**src/rtl/owb_pkg.sv**
```systemverilog
`default_nettype none

package owb_pkg;

    // Input item kinds.
    localparam logic [1:0] KIND_TICK  = 2'd0;
    localparam logic [1:0] KIND_RESET = 2'd1;
    localparam logic [1:0] KIND_WRITE = 2'd2;
    localparam logic [1:0] KIND_READ  = 2'd3;

    // Sequencer phases.
    localparam logic [3:0] PH_IDLE     = 4'd0;
    localparam logic [3:0] PH_RST_LOW  = 4'd1;
    localparam logic [3:0] PH_RST_WAIT = 4'd2;
    localparam logic [3:0] PH_RST_TAIL = 4'd3;
    localparam logic [3:0] PH_WR_ONE   = 4'd4;
    localparam logic [3:0] PH_WR_SLOT  = 4'd5;
    localparam logic [3:0] PH_WR_REC   = 4'd6;
    localparam logic [3:0] PH_RD_LOW   = 4'd7;
    localparam logic [3:0] PH_RD_WAIT  = 4'd8;
    localparam logic [3:0] PH_RD_TAIL  = 4'd9;
    localparam logic [3:0] PH_RD_GAP   = 4'd10;

    // Configuration register indexes.
    localparam logic [2:0] REG_TICKS_PER_UNIT      = 3'd0;
    localparam logic [2:0] REG_RESET_LOW_UNITS     = 3'd1;
    localparam logic [2:0] REG_PRESENCE_WAIT_UNITS = 3'd2;
    localparam logic [2:0] REG_RESET_TAIL_UNITS    = 3'd3;
    localparam logic [2:0] REG_WRITE_SLOT_UNITS    = 3'd4;
    localparam logic [2:0] REG_READ_SAMPLE_UNITS   = 3'd5;
    localparam logic [2:0] REG_READ_TAIL_UNITS     = 3'd6;
    localparam logic [2:0] REG_READ_GAP_UNITS      = 3'd7;

    // Register values after reset.
    localparam logic [15:0] RST_TICKS_PER_UNIT      = 16'd120;
    localparam logic [7:0]  RST_RESET_LOW_UNITS     = 8'd50;
    localparam logic [7:0]  RST_PRESENCE_WAIT_UNITS = 8'd6;
    localparam logic [7:0]  RST_RESET_TAIL_UNITS    = 8'd42;
    localparam logic [7:0]  RST_WRITE_SLOT_UNITS    = 8'd10;
    localparam logic [7:0]  RST_READ_SAMPLE_UNITS   = 8'd1;
    localparam logic [7:0]  RST_READ_TAIL_UNITS     = 8'd4;
    localparam logic [7:0]  RST_READ_GAP_UNITS      = 8'd2;

    typedef struct packed {
        logic [15:0] ticks_per_unit;
        logic [7:0]  reset_low_units;
        logic [7:0]  presence_wait_units;
        logic [7:0]  reset_tail_units;
        logic [7:0]  write_slot_units;
        logic [7:0]  read_sample_units;
        logic [7:0]  read_tail_units;
        logic [7:0]  read_gap_units;
    } owb_cfg_t;

    typedef struct packed {
        logic [3:0]  phase;
        logic [15:0] tick_count;
        logic [7:0]  unit_count;
        logic [2:0]  bit_index;
        logic [7:0]  shift_byte;
        logic        presence_flag;
        logic        line_drive;
        logic [7:0]  last_read;
    } owb_state_t;

    typedef struct packed {
        logic       drive_low;
        logic       busy_res;
        logic       done_res;
        logic       presence;
        logic [7:0] read_data;
        logic       rejected;
    } owb_result_t;

endpackage

`default_nettype wire

```
**src/rtl/owb_cmd_if.sv**
```systemverilog
`default_nettype none

interface owb_cmd_if;
    logic       valid;
    logic       ready;
    logic [1:0] kind;
    logic [7:0] data;
    logic       line_level;

    modport source (output valid, output kind, output data, output line_level, input ready);
    modport sink (input valid, input kind, input data, input line_level, output ready);
endinterface

`default_nettype wire

```
**src/rtl/owb_res_if.sv**
```systemverilog
`default_nettype none

interface owb_res_if;
    logic       valid;
    logic       ready;
    logic       drive_low;
    logic       busy_res;
    logic       done_res;
    logic       presence;
    logic [7:0] read_data;
    logic       rejected;

    modport source (output valid, output drive_low, output busy_res, output done_res,
                    output presence, output read_data, output rejected, input ready);
    modport sink (input valid, input drive_low, input busy_res, input done_res,
                  input presence, input read_data, input rejected, output ready);
endinterface

`default_nettype wire

```
**src/rtl/owb_cfg_if.sv**
```systemverilog
`default_nettype none

interface owb_cfg_if;
    logic        valid;
    logic        ready;
    logic [2:0]  index;
    logic [15:0] wdata;

    modport source (output valid, output index, output wdata, input ready);
    modport sink (input valid, input index, input wdata, output ready);
endinterface

`default_nettype wire

```
**src/rtl/owb_cfg_regs.sv**
```systemverilog
`default_nettype none

module owb_cfg_regs (
    input  wire logic            clk,
    input  wire logic            rst_n,
    input  wire logic            wr_en,
    input  wire logic [2:0]      wr_index,
    input  wire logic [15:0]     wr_data,
    output owb_pkg::owb_cfg_t    cfg_regs
);
    import owb_pkg::*;

    owb_cfg_t cfg_reg;

    assign cfg_regs = cfg_reg;

    always_ff @(posedge clk or negedge rst_n)
    begin
        if (!rst_n)
        begin
            cfg_reg.ticks_per_unit      <= RST_TICKS_PER_UNIT;
            cfg_reg.reset_low_units     <= RST_RESET_LOW_UNITS;
            cfg_reg.presence_wait_units <= RST_PRESENCE_WAIT_UNITS;
            cfg_reg.reset_tail_units    <= RST_RESET_TAIL_UNITS;
            cfg_reg.write_slot_units    <= RST_WRITE_SLOT_UNITS;
            cfg_reg.read_sample_units   <= RST_READ_SAMPLE_UNITS;
            cfg_reg.read_tail_units     <= RST_READ_TAIL_UNITS;
            cfg_reg.read_gap_units      <= RST_READ_GAP_UNITS;
        end
        else if (wr_en)
        begin
            case (wr_index)
                REG_TICKS_PER_UNIT:      cfg_reg.ticks_per_unit      <= wr_data;
                REG_RESET_LOW_UNITS:     cfg_reg.reset_low_units     <= wr_data[7:0];
                REG_PRESENCE_WAIT_UNITS: cfg_reg.presence_wait_units <= wr_data[7:0];
                REG_RESET_TAIL_UNITS:    cfg_reg.reset_tail_units    <= wr_data[7:0];
                REG_WRITE_SLOT_UNITS:    cfg_reg.write_slot_units    <= wr_data[7:0];
                REG_READ_SAMPLE_UNITS:   cfg_reg.read_sample_units   <= wr_data[7:0];
                REG_READ_TAIL_UNITS:     cfg_reg.read_tail_units     <= wr_data[7:0];
                REG_READ_GAP_UNITS:      cfg_reg.read_gap_units      <= wr_data[7:0];
                default:                 cfg_reg <= cfg_reg;
            endcase
        end
    end
endmodule

`default_nettype wire

```
**src/rtl/owb_step.sv**
```systemverilog
`default_nettype none

// Next-state and result logic of the bus sequencer for one item.
module owb_step (
    input  wire logic [1:0]      kind,
    input  wire logic [7:0]      data,
    input  wire logic            line_level,
    input  owb_pkg::owb_cfg_t    cfg_regs,
    input  owb_pkg::owb_state_t  state,
    output owb_pkg::owb_state_t  state_next,
    output owb_pkg::owb_result_t result
);
    import owb_pkg::*;

    // Zero-length waits that can follow the phase ended by a tick.
    localparam int ChainSteps = 3;

    typedef struct packed {
        owb_state_t st;
        logic       done;
    } work_t;

    function automatic logic is_wait(input logic [3:0] ph);
        return ph inside {PH_RST_LOW, PH_RST_WAIT, PH_RST_TAIL, PH_WR_SLOT,
                          PH_RD_WAIT, PH_RD_TAIL, PH_RD_GAP};
    endfunction

    function automatic logic [7:0] wait_units(input logic [3:0] ph, input owb_cfg_t c);
        logic [7:0] u;
        case (ph)
            PH_RST_LOW:  u = c.reset_low_units;
            PH_RST_WAIT: u = c.presence_wait_units;
            PH_RST_TAIL: u = c.reset_tail_units;
            PH_WR_SLOT:  u = c.write_slot_units;
            PH_RD_WAIT:  u = c.read_sample_units;
            PH_RD_TAIL:  u = c.read_tail_units;
            PH_RD_GAP:   u = c.read_gap_units;
            default:     u = 8'd0;
        endcase
        return u;
    endfunction

    function automatic owb_state_t enter(input owb_state_t s, input logic [3:0] ph,
                                         input logic drive);
        owb_state_t r;
        r = s;
        r.phase = ph;
        r.line_drive = drive;
        r.tick_count = 16'd0;
        r.unit_count = 8'd0;
        return r;
    endfunction

    function automatic owb_state_t start_write_bit(input owb_state_t s);
        owb_state_t r;
        if (s.shift_byte[s.bit_index])
            r = enter(s, PH_WR_ONE, 1'b1);
        else
            r = enter(s, PH_WR_SLOT, 1'b1);
        return r;
    endfunction

    function automatic work_t end_phase(input work_t w, input logic level);
        work_t r;
        r = w;
        case (w.st.phase)
            PH_RST_LOW:  r.st = enter(w.st, PH_RST_WAIT, 1'b0);
            PH_RST_WAIT:
            begin
                r.st.presence_flag = ~level;
                r.st = enter(r.st, PH_RST_TAIL, 1'b0);
            end
            PH_RST_TAIL:
            begin
                r.st = enter(w.st, PH_IDLE, 1'b0);
                r.done = 1'b1;
            end
            PH_WR_ONE:   r.st = enter(w.st, PH_WR_SLOT, 1'b0);
            PH_WR_SLOT:
            begin
                if (w.st.bit_index == 3'd7)
                begin
                    r.st = enter(w.st, PH_IDLE, 1'b0);
                    r.done = 1'b1;
                end
                else
                begin
                    r.st.bit_index = w.st.bit_index + 3'd1;
                    r.st = enter(r.st, PH_WR_REC, 1'b0);
                end
            end
            PH_WR_REC:   r.st = start_write_bit(w.st);
            PH_RD_LOW:   r.st = enter(w.st, PH_RD_WAIT, 1'b0);
            PH_RD_WAIT:
            begin
                if (level)
                    r.st.shift_byte[w.st.bit_index] = 1'b1;
                r.st = enter(r.st, PH_RD_TAIL, 1'b0);
            end
            PH_RD_TAIL:  r.st = enter(w.st, PH_RD_GAP, 1'b0);
            PH_RD_GAP:
            begin
                if (w.st.bit_index == 3'd7)
                begin
                    r.st.last_read = w.st.shift_byte;
                    r.st = enter(r.st, PH_IDLE, 1'b0);
                    r.done = 1'b1;
                end
                else
                begin
                    r.st.bit_index = w.st.bit_index + 3'd1;
                    r.st = enter(r.st, PH_RD_LOW, 1'b1);
                end
            end
            default:     r.st = enter(w.st, PH_IDLE, 1'b0);
        endcase
        return r;
    endfunction

    always_comb
    begin
        work_t       w;
        logic        rej;
        logic [7:0]  target;
        logic [15:0] tpu;
        logic [15:0] tick_inc;
        logic [7:0]  unit_inc;

        w.st = state;
        w.done = 1'b0;
        rej = 1'b0;
        target = wait_units(state.phase, cfg_regs);
        tpu = (cfg_regs.ticks_per_unit == 16'd0) ? 16'd1 : cfg_regs.ticks_per_unit;
        tick_inc = state.tick_count + 16'd1;
        unit_inc = state.unit_count + 8'd1;

        case (kind)
            KIND_TICK:
            begin
                if (state.phase != PH_IDLE)
                begin
                    if (!is_wait(state.phase) || target == 8'd0)
                        w = end_phase(w, line_level);
                    else if (tick_inc >= tpu)
                    begin
                        w.st.tick_count = 16'd0;
                        w.st.unit_count = unit_inc;
                        if (unit_inc >= target)
                            w = end_phase(w, line_level);
                    end
                    else
                        w.st.tick_count = tick_inc;

                    // Waits of zero units fall through on the same tick.
                    for (int i = 0; i < ChainSteps; i++)
                    begin
                        if (w.st.phase != PH_IDLE && is_wait(w.st.phase) &&
                            wait_units(w.st.phase, cfg_regs) == 8'd0)
                            w = end_phase(w, line_level);
                    end
                end
            end
            KIND_RESET:
            begin
                if (state.phase != PH_IDLE)
                    rej = 1'b1;
                else
                    w.st = enter(state, PH_RST_LOW, 1'b1);
            end
            KIND_WRITE:
            begin
                if (state.phase != PH_IDLE)
                    rej = 1'b1;
                else
                begin
                    w.st.shift_byte = data;
                    w.st.bit_index = 3'd0;
                    w.st = start_write_bit(w.st);
                end
            end
            KIND_READ:
            begin
                if (state.phase != PH_IDLE)
                    rej = 1'b1;
                else
                begin
                    w.st.shift_byte = 8'd0;
                    w.st.bit_index = 3'd0;
                    w.st = enter(w.st, PH_RD_LOW, 1'b1);
                end
            end
            default:
            begin
                rej = 1'b0;
            end
        endcase

        state_next = w.st;
        result.drive_low = w.st.line_drive;
        result.busy_res = (w.st.phase != PH_IDLE);
        result.done_res = w.done;
        result.presence = w.st.presence_flag;
        result.read_data = w.st.last_read;
        result.rejected = rej;
    end
endmodule

`default_nettype wire

```
**src/rtl/one_wire_bus_master.sv**
```systemverilog
// 1-Wire bus master. Each request on the cmd channel is either a timer tick carrying the
// sampled bus level or a command (bus reset with presence detect, write byte, read byte),
// and each one yields exactly one result on the res channel telling whether the line is to
// be pulled low, whether a command is running, whether it finished on this request, the
// last presence answer, the last byte read, and whether a command was rejected because
// the bus was busy. All waits count delay units of ticks_per_unit ticks, set through the
// cfg channel, which should only be written while no command runs. The block accepts one
// request every clock cycle while results are taken; a request is held in the input
// register and its result is then registered in the output register. That rate is set
// by the single-pass sequencer logic between those two registers, which also resolves
// any chain of zero-length waits within the same cycle.
`default_nettype none

module one_wire_bus_master (
    input  wire logic clk,
    input  wire logic rst_n,
    owb_cmd_if.sink   cmd,
    owb_res_if.source res,
    owb_cfg_if.sink   cfg
);
    import owb_pkg::*;

    // Input register.
    logic       in_valid_reg;
    logic       in_valid_next;
    logic [1:0] in_kind_reg;
    logic [7:0] in_data_reg;
    logic       in_level_reg;

    // Result register.
    logic        out_valid_reg;
    logic        out_valid_next;
    owb_result_t out_reg;

    // Sequencer state.
    owb_state_t state_reg;
    owb_state_t state_next;

    owb_cfg_t    cfg_regs;
    owb_result_t step_result;

    logic cmd_accept;
    logic advance;
    logic fire;

    // The result register frees up when it is empty or being taken this cycle, and the
    // input register can then hand its request on. A new request is taken whenever the
    // input register is empty or is emptying, so a stalled result never blocks a cycle
    // more than it must.
    assign advance    = !out_valid_reg || res.ready;
    assign fire       = in_valid_reg && advance;
    assign cmd.ready  = !in_valid_reg || fire;
    assign cmd_accept = cmd.valid && cmd.ready;

    // Configuration writes are always taken.
    assign cfg.ready = 1'b1;

    owb_cfg_regs u_cfg_regs (
        .clk      (clk),
        .rst_n    (rst_n),
        .wr_en    (cfg.valid),
        .wr_index (cfg.index),
        .wr_data  (cfg.wdata),
        .cfg_regs (cfg_regs)
    );

    owb_step u_step (
        .kind       (in_kind_reg),
        .data       (in_data_reg),
        .line_level (in_level_reg),
        .cfg_regs   (cfg_regs),
        .state      (state_reg),
        .state_next (state_next),
        .result     (step_result)
    );

    always_comb
    begin
        in_valid_next = in_valid_reg;
        if (cmd_accept)
            in_valid_next = 1'b1;
        else if (fire)
            in_valid_next = 1'b0;

        out_valid_next = out_valid_reg;
        if (fire)
            out_valid_next = 1'b1;
        else if (res.ready)
            out_valid_next = 1'b0;
    end

    // Control state: the sequencer only moves when a request passes into the result
    // register, so a stalled output also freezes the bus timing.
    always_ff @(posedge clk or negedge rst_n)
    begin
        if (!rst_n)
        begin
            in_valid_reg  <= 1'b0;
            out_valid_reg <= 1'b0;
            state_reg     <= '0;
        end
        else
        begin
            in_valid_reg  <= in_valid_next;
            out_valid_reg <= out_valid_next;
            if (fire)
                state_reg <= state_next;
        end
    end

    // Payload registers carry no reset.
    always_ff @(posedge clk)
    begin
        if (cmd_accept)
        begin
            in_kind_reg  <= cmd.kind;
            in_data_reg  <= cmd.data;
            in_level_reg <= cmd.line_level;
        end
        if (fire)
            out_reg <= step_result;
    end

    assign res.valid     = out_valid_reg;
    assign res.drive_low = out_reg.drive_low;
    assign res.busy_res  = out_reg.busy_res;
    assign res.done_res  = out_reg.done_res;
    assign res.presence  = out_reg.presence;
    assign res.read_data = out_reg.read_data;
    assign res.rejected  = out_reg.rejected;
endmodule

`default_nettype wire

```
**src/flat_wrapper.sv**
```systemverilog
// flat-port wrapper written by rule: the top's interface ports become plain ports
module one_wire_bus_master_flat import owb_pkg::*;
  (clk, rst_n, cmd_valid, cmd_kind, cmd_data, cmd_line_level, cmd_ready, res_valid, res_drive_low, res_busy_res, res_done_res, res_presence, res_read_data, res_rejected, res_ready, cfg_valid, cfg_index, cfg_wdata, cfg_ready);
  owb_cmd_if cmd_i ();
  owb_res_if res_i ();
  owb_cfg_if cfg_i ();
  input  wire logic clk;
  input  wire logic rst_n;
  input wire logic [$bits(cmd_i.valid)-1:0] cmd_valid;
  input wire logic [$bits(cmd_i.kind)-1:0] cmd_kind;
  input wire logic [$bits(cmd_i.data)-1:0] cmd_data;
  input wire logic [$bits(cmd_i.line_level)-1:0] cmd_line_level;
  output wire logic [$bits(cmd_i.ready)-1:0] cmd_ready;
  output wire logic [$bits(res_i.valid)-1:0] res_valid;
  output wire logic [$bits(res_i.drive_low)-1:0] res_drive_low;
  output wire logic [$bits(res_i.busy_res)-1:0] res_busy_res;
  output wire logic [$bits(res_i.done_res)-1:0] res_done_res;
  output wire logic [$bits(res_i.presence)-1:0] res_presence;
  output wire logic [$bits(res_i.read_data)-1:0] res_read_data;
  output wire logic [$bits(res_i.rejected)-1:0] res_rejected;
  input wire logic [$bits(res_i.ready)-1:0] res_ready;
  input wire logic [$bits(cfg_i.valid)-1:0] cfg_valid;
  input wire logic [$bits(cfg_i.index)-1:0] cfg_index;
  input wire logic [$bits(cfg_i.wdata)-1:0] cfg_wdata;
  output wire logic [$bits(cfg_i.ready)-1:0] cfg_ready;
  assign cmd_i.valid = cmd_valid;
  assign cmd_i.kind = cmd_kind;
  assign cmd_i.data = cmd_data;
  assign cmd_i.line_level = cmd_line_level;
  assign cmd_ready = cmd_i.ready;
  assign res_valid = res_i.valid;
  assign res_drive_low = res_i.drive_low;
  assign res_busy_res = res_i.busy_res;
  assign res_done_res = res_i.done_res;
  assign res_presence = res_i.presence;
  assign res_read_data = res_i.read_data;
  assign res_rejected = res_i.rejected;
  assign res_i.ready = res_ready;
  assign cfg_i.valid = cfg_valid;
  assign cfg_i.index = cfg_index;
  assign cfg_i.wdata = cfg_wdata;
  assign cfg_ready = cfg_i.ready;
  one_wire_bus_master u_core (.clk(clk), .rst_n(rst_n), .cmd(cmd_i), .res(res_i), .cfg(cfg_i));
endmodule
```
**config.mk**
```make
export PLATFORM = sky130hd
export DESIGN_NAME = one_wire_bus_master_flat
export DESIGN_NICKNAME = d
export VERILOG_FILES = /design/src/rtl/owb_pkg.sv /design/src/rtl/owb_cmd_if.sv /design/src/rtl/owb_res_if.sv /design/src/rtl/owb_cfg_if.sv /design/src/rtl/owb_cfg_regs.sv /design/src/rtl/owb_step.sv /design/src/rtl/one_wire_bus_master.sv /design/src/flat_wrapper.sv
export SDC_FILE = /design/constraint.sdc
export NUM_CORES = 1
export LEC_CHECK = 0
export BUFFER_PORTS_ARGS = -buffer_cell sky130_fd_sc_hd__buf_4
export CAP_MARGIN = 20
export CORE_MARGIN = 1
export CORE_UTILIZATION = 30
export CTS_BUF_LIST = sky130_fd_sc_hd__clkbuf_4
export DETAILED_ROUTE_END_ITERATION = 6
export GPL_TIMING_DRIVEN = 0
export SYNTH_ARGS = -nofsm -noshare
export SYNTH_HDL_FRONTEND = slang
export SYNTH_SLANG_ARGS = --single-unit
```
**constraint.sdc**
```tcl
create_clock -name clk -period 8.2 [get_ports clk]
set_clock_uncertainty 0.2 [all_clocks]
set_input_delay 1.64 -clock clk [delete_from_list [all_inputs] [get_ports clk]]
set_output_delay 1.64 -clock clk [all_outputs]
set_load 0.05 [all_outputs]
```
[Word level (Yosys, flattened, before mapping)]
Cells that the tools add are included.
Word-level totals
  flip-flop bits (word level): 147
  latch bits: 0
  bits in writable memories: 0
  memory bits (read-only): 0
  bits of input ports: 35
  word-level logic and storage cells: 241
  memories kept: 0
Cells by class
  $add $sub $neg: 6
  multipliers: 0
  divide/modulo/power cells: 0
  $lt $le $gt $ge: 10
  eq/ne operators: 59
  shift-type cells: 0
  muxes and demuxes: 80
  bitwise operators: 6
  reductions and logical operators: 53
Operators by type and width (count)
  $pmux W49 S9: 4
  $mux W50: 12
  $mux W48: 8
  $mux W46: 5
  $pmux W8 S7: 4
  $pmux W49 S4: 1
  $mux W49: 3
  $mux W8: 10
  $eq A4 B3 Y1 const B: 16
  $eq A4 B4 Y1 const B: 12
  $eq A4 B2 Y1 const B: 8
  $logic_not A8 Y1: 4
  $mux W16: 2
  $or A8 B8 Y8: 4
  $mux W30: 1
  $reduce_bool A7 Y1: 4
  $eq A3 B3 Y1 const B: 8
  $reduce_bool A4 Y1: 5
  $reduce_and A2 Y1: 9
  $mux W1: 17
  $add A16 B1 Y16 const B: 1
  $eq A4 B1 Y1 const B: 4
  $ge A16 B16 Y1: 1
  $logic_not A16 Y1: 1
  other kinds (26): 70

[Longest topological paths before layout]
  depth in word-level cells: 43
  mapped depth: 38
  mapped depth without buffers: 33

[Hierarchy]
Synthesis repeated with hierarchy kept, for this count alone.
Second synthesis, totals
  cells, all modules: 1099
  area, all modules: 10979.3 um^2
By module, submodules not included
  owb_step: instances 1, cells an instance 801, area each 5311.3 um^2, sequential area each 0.0 um^2
  one_wire_bus_master: instances 1, cells an instance 138, area each 2855.2 um^2, sequential area each 1996.9 um^2
  owb_cfg_regs: instances 1, cells an instance 160, area each 2812.7 um^2, sequential area each 1823.0 um^2

[Worst setup path before layout]
No wires, ideal clock.
  path type: flip-flop to flip-flop
  from: register u_core.state_reg[31] in the netlist's numbering
  to: register u_core.out_reg (netlist bit u_core.res.read_data[2]), data pin
  arrival: 6.838 ns
  data required time: 7.740 ns
  setup slack: 0.902 ns
  stages on the path, launching flop included: 35
  path buffers: 4
  period minus slack after synthesis: 7.298 ns
  cell sequence: dfrtp_1 nand3_1 nor2_1 nand2_1 nor2_1 nand3_1 nor3_1 xor2_1 ha_1 and4_1 nand3_1 a221o_1 nand4_1 a22o_1 buf_6 mux2_2 o2bb2ai_1 a2111oi_4 nand4_2 buf_6 mux2i_4 o221a_2 a211oi_1 and4bb_1 buf_4 nand3_1 mux2_2 ha_1 nand2_1 nor2_1 a32o_1 a21oi_4 buf_6 mux2i_1 mux2_2
RTL lines
  start, declared: line one_wire_bus_master.sv:36  | owb_state_t state_reg;
  start signal, assigned: line one_wire_bus_master.sv:107  | state_reg <= state_next;
  end signal, assigned: line one_wire_bus_master.sv:121  | out_reg <= step_result;
  end, declared: line one_wire_bus_master.sv:33  | owb_result_t out_reg;

==> results.py <==
metrics = {
    "drt": {
        "ant_nets": 0,
        "drt-vias-per-instance": 5.662,
        "vias": 9201,
        "routedWlPerCell_um": 20.27,
        "wl_um": 32940,
        "remaining_drc_errors": 5,
        "drt_iter0_drc": 1051,
        "dr.pass1.iters": 7,
    },
    "yosys": {
        "syn_area_mm2": 0.01017,
        "yosysUniqueCellTypes": 97,
        "synth_top_area_share": 0.2608,
        "async_flop_share": 0.8367,
        "synth_area_leaders": "dfrtp_1 (26%), mux2_2 (9.2%), edfxtp_1 (7.1%)",
        "synth_xor_area_frac": 0.01894,
        "synthMuxAreaShare": 0.1385,
        "synth_most_common_cell": "nand2_1",
        "synth_adder_area_share": 0.03690,
        "synth_flop_cell": "dfrtp_1",
        "syn_nets": 1134,
        "synth_commonest_cells": "nand2_1 (113), dfrtp_1 (106), mux2_2 (83)",
        "synthSimpleGateAreaFrac": 0.1844,
        "yosysWarningCount": 0,
        "yosysSeqAreaShare": 0.3756,
        "avgSynthCellArea_um2": 9.515,
        "ys_ff_latch": 147,
        "syn_inst": 1069,
        "synth_edf_count": 24,
        "yosysTopAreaCell": "dfrtp_1",
        "synth-compound-area-share": 0.2004,
        "synth_top_family_by_area": "compound AO/OA/AOI/OAI gates",
    },
    "global_route": {
        "antenna_found_initial": 1,
        "grt_max_degree": 94,
        "grt_pass1_wl_um": 51120,
        "grt_pass1_vias": 8762,
        "overflow": 0,
        "grt_use_total": 0.1939,
    },
    "clocking": {
        "tritoncts": "built",
        "cts_buffer_depth": 2,
        "htree_num_levels": 4,
        "cts_inserted_buffers": 17,
        "clk_pin_slew_worst_paths_ns": 0.13,
        "cts_root_buf": "clkbuf_4",
        "clock_sinks": 147,
        "cts_hold_buffers": 0,
        "clkLatencyLatePin_ns": 0.58,
    },
    "cells_and_area": {
        "final_cells": 1625,
        "area_growth_pct": 17.01,
        "drive_gt1_frac": 0.2536,
        "final_core_util": 0.3558,
        "final_area_mm2": 0.01190,
        "largest_reg_flops": 72,
        "regArea_mm2": 0.003820,
        "fin_nets": 1227,
        "nFillCells": 3400,
        "multi_input_area_mm2": 0.006148,
    },
    "sta": {
        "tns_ns": 0,
        "finalHoldViolations": 0,
        "fin_crit_sh": 0.9710,
        "worst_pin_slew_ns": 0.9271,
        "slew_headroom": 0.3819,
        "worst_slack_ns": 0.2376,
        "fmax_mhz": 125.6,
        "layout_min_cycle_time_ns": 7.962,
        "setup_viol": 0,
        "slew_viol_final": 0,
    },
    "critical_path": {
        "ff2ff_setup_slack_ns": 0.24,
        "cp.required_ns": 8.32,
        "cp_slowest_cell": "a222oi_1",
        "path_max_fanout": 10,
        "cpPeakStageDelay_ns": 0.56,
        "crit_path_end_kind": "flip-flop",
        "crit_type": "flip-flop to flip-flop",
        "cp-start-kind": "flip-flop",
        "critPathArrivalTime_ns": 8.08,
    },
    "pwr": {
        "irDropWorstVdd_mv": 0.2550,
        "leakage_nw": 4.851,
        "power.density_mw_per_mm2": 453.0,
    },
    "floorplan": {
        "rows": 67,
        "core_area_mm2": 0.03345,
        "num_io_pins": 51,
        "die_h_um": 186.1,
        "start_util": 0.3041,
        "die_area_mm2": 0.03464,
        "die_w_um": 186.1,
    },
    "min_path": {
        "hold_class": "flip-flop to flip-flop",
    },
    "placed_design": {
        "gp_congestion": 0.9471,
        "hpwl_um": 24790,
        "placed_cell_area_mm2": 0.01111,
        "dp_cells": 1564,
        "port_buffers": 45,
        "place_ws_ns": -0.7776,
    },
    "run": {
        "drv_cap": 0,
    },
    "status": {
        "outcome": "finished with violations",
        "violations": "design-rule violations",
    },
}
==> cell usage in the layout, fill, tap and decap left out, types with 24 or more instances in the layout <==
cell type	synthesis	routed
a21oi_1	52	49
clkbuf_1	25	24
o21ai_0	61	61
nor3_1	30	29
mux2_2	83	82
inv_1	31	30
nand2_1	113	112
ha_1	30	28
dfrtp_1	106	106
edfxtp_1	24	24
buf_4	8	77
nor2_1	68	63
nand3_1	29	26
mux2i_1	37	31
==> final cells by class <==
type	count	area share
buffer	55	0.02996
tap	448	0.04710
antenna	2	0.0004205
inverter	32	0.01009
clock buffer	18	0.01135
sequential	147	0.3210
multi-input combinational	834	0.5166
clock inverter	14	0.01346
timing repair buffer	75	0.05004
==> path summary, 6_finish.rpt <==
kind / from / cells after the start / to
max: u_core.state_reg[46]$_DFFE_PN0P_ / 32 / u_core.res.read_data[0]$_DFFE_PP_
max reg2reg: u_core.state_reg[46]$_DFFE_PN0P_ / 32 / u_core.res.read_data[0]$_DFFE_PP_
min reg2reg: u_core.state_reg[43]$_DFFE_PN0P_ / 1 / u_core.state_reg[43]$_DFFE_PN0P_
min in group asynchronous: rst_n / 1 / u_core.u_cfg_regs.cfg_regs[22]$_DFFE_PN0P_
max in group asynchronous: rst_n / 2 / u_core.u_cfg_regs.cfg_regs[61]$_DFFE_PN1P_
min: u_core.state_reg[43]$_DFFE_PN0P_ / 1 / u_core.state_reg[43]$_DFFE_PN0P_
==> cells by family after synthesis <==
| group | after synthesis |
|---|---|
| compound gates | 287 |
| xor+xnor | 22 |
| fa+ha+maj | 30 |
| buf+inv | 88 |
| flops | 147 |
| mux | 125 |
| other cells | 1 |
| simple gates | 369 |
==> through the flow <==
step | hold slack [ns] | total power, mW
6_report | 0.3065 | 5.391
5_1_grt | 0.3337 | 5.677
4_1_cts | 0.3114 | 4.979
3_5_place_dp | 0.2767 | 4.372
3_3_place_gp | 0.2740 | 4.354
2_1_floorplan | 0.2572 | 3.463
==> layer usage <==
metal  track usage  part of all wire  routed length (um)  vias to the layer above
met3       0.03174             0.063                2065                       73
met2        0.3225              0.47               15580                      370
li1              -                 -                   -                     4216
met1        0.2558              0.43               14290                     4542
met5             0                 0                   0                        -
met4       0.06295             0.030                1001                        0
==> what timing repair did <==
| action | in CTS | in global routing |
|---|---|---|
| resized for setup | 18 | 42 |
| buffers inserted | 4 | 20 |
| setup endpoints to repair | 26 | 26 |
| pin swaps | 3 | 13 |
| cloned | 0 | 1 |
==> critical path: cells and delay by family (launching register included) <==
kind                     cells  cell delay (ns)
adder cells (fa/ha/maj)      3             0.72
AND/OR/NAND/NOR              5             0.95
multiplexers                 4             1.02
flip-flops                   1             0.41
AO/OA/AOI/OAI               12             2.90
buffers and inverters        8             1.51
==> report_power, final <==
part	switching (mW)	total, mW	leakage, nW	internal (mW)
registers	0.144	1.03	1.76	0.886
logic	2.33	3.86	2.93	1.53
clock network	0.283	0.496	0.161	0.213
Note: power is estimated with default switching activity, not from simulation.
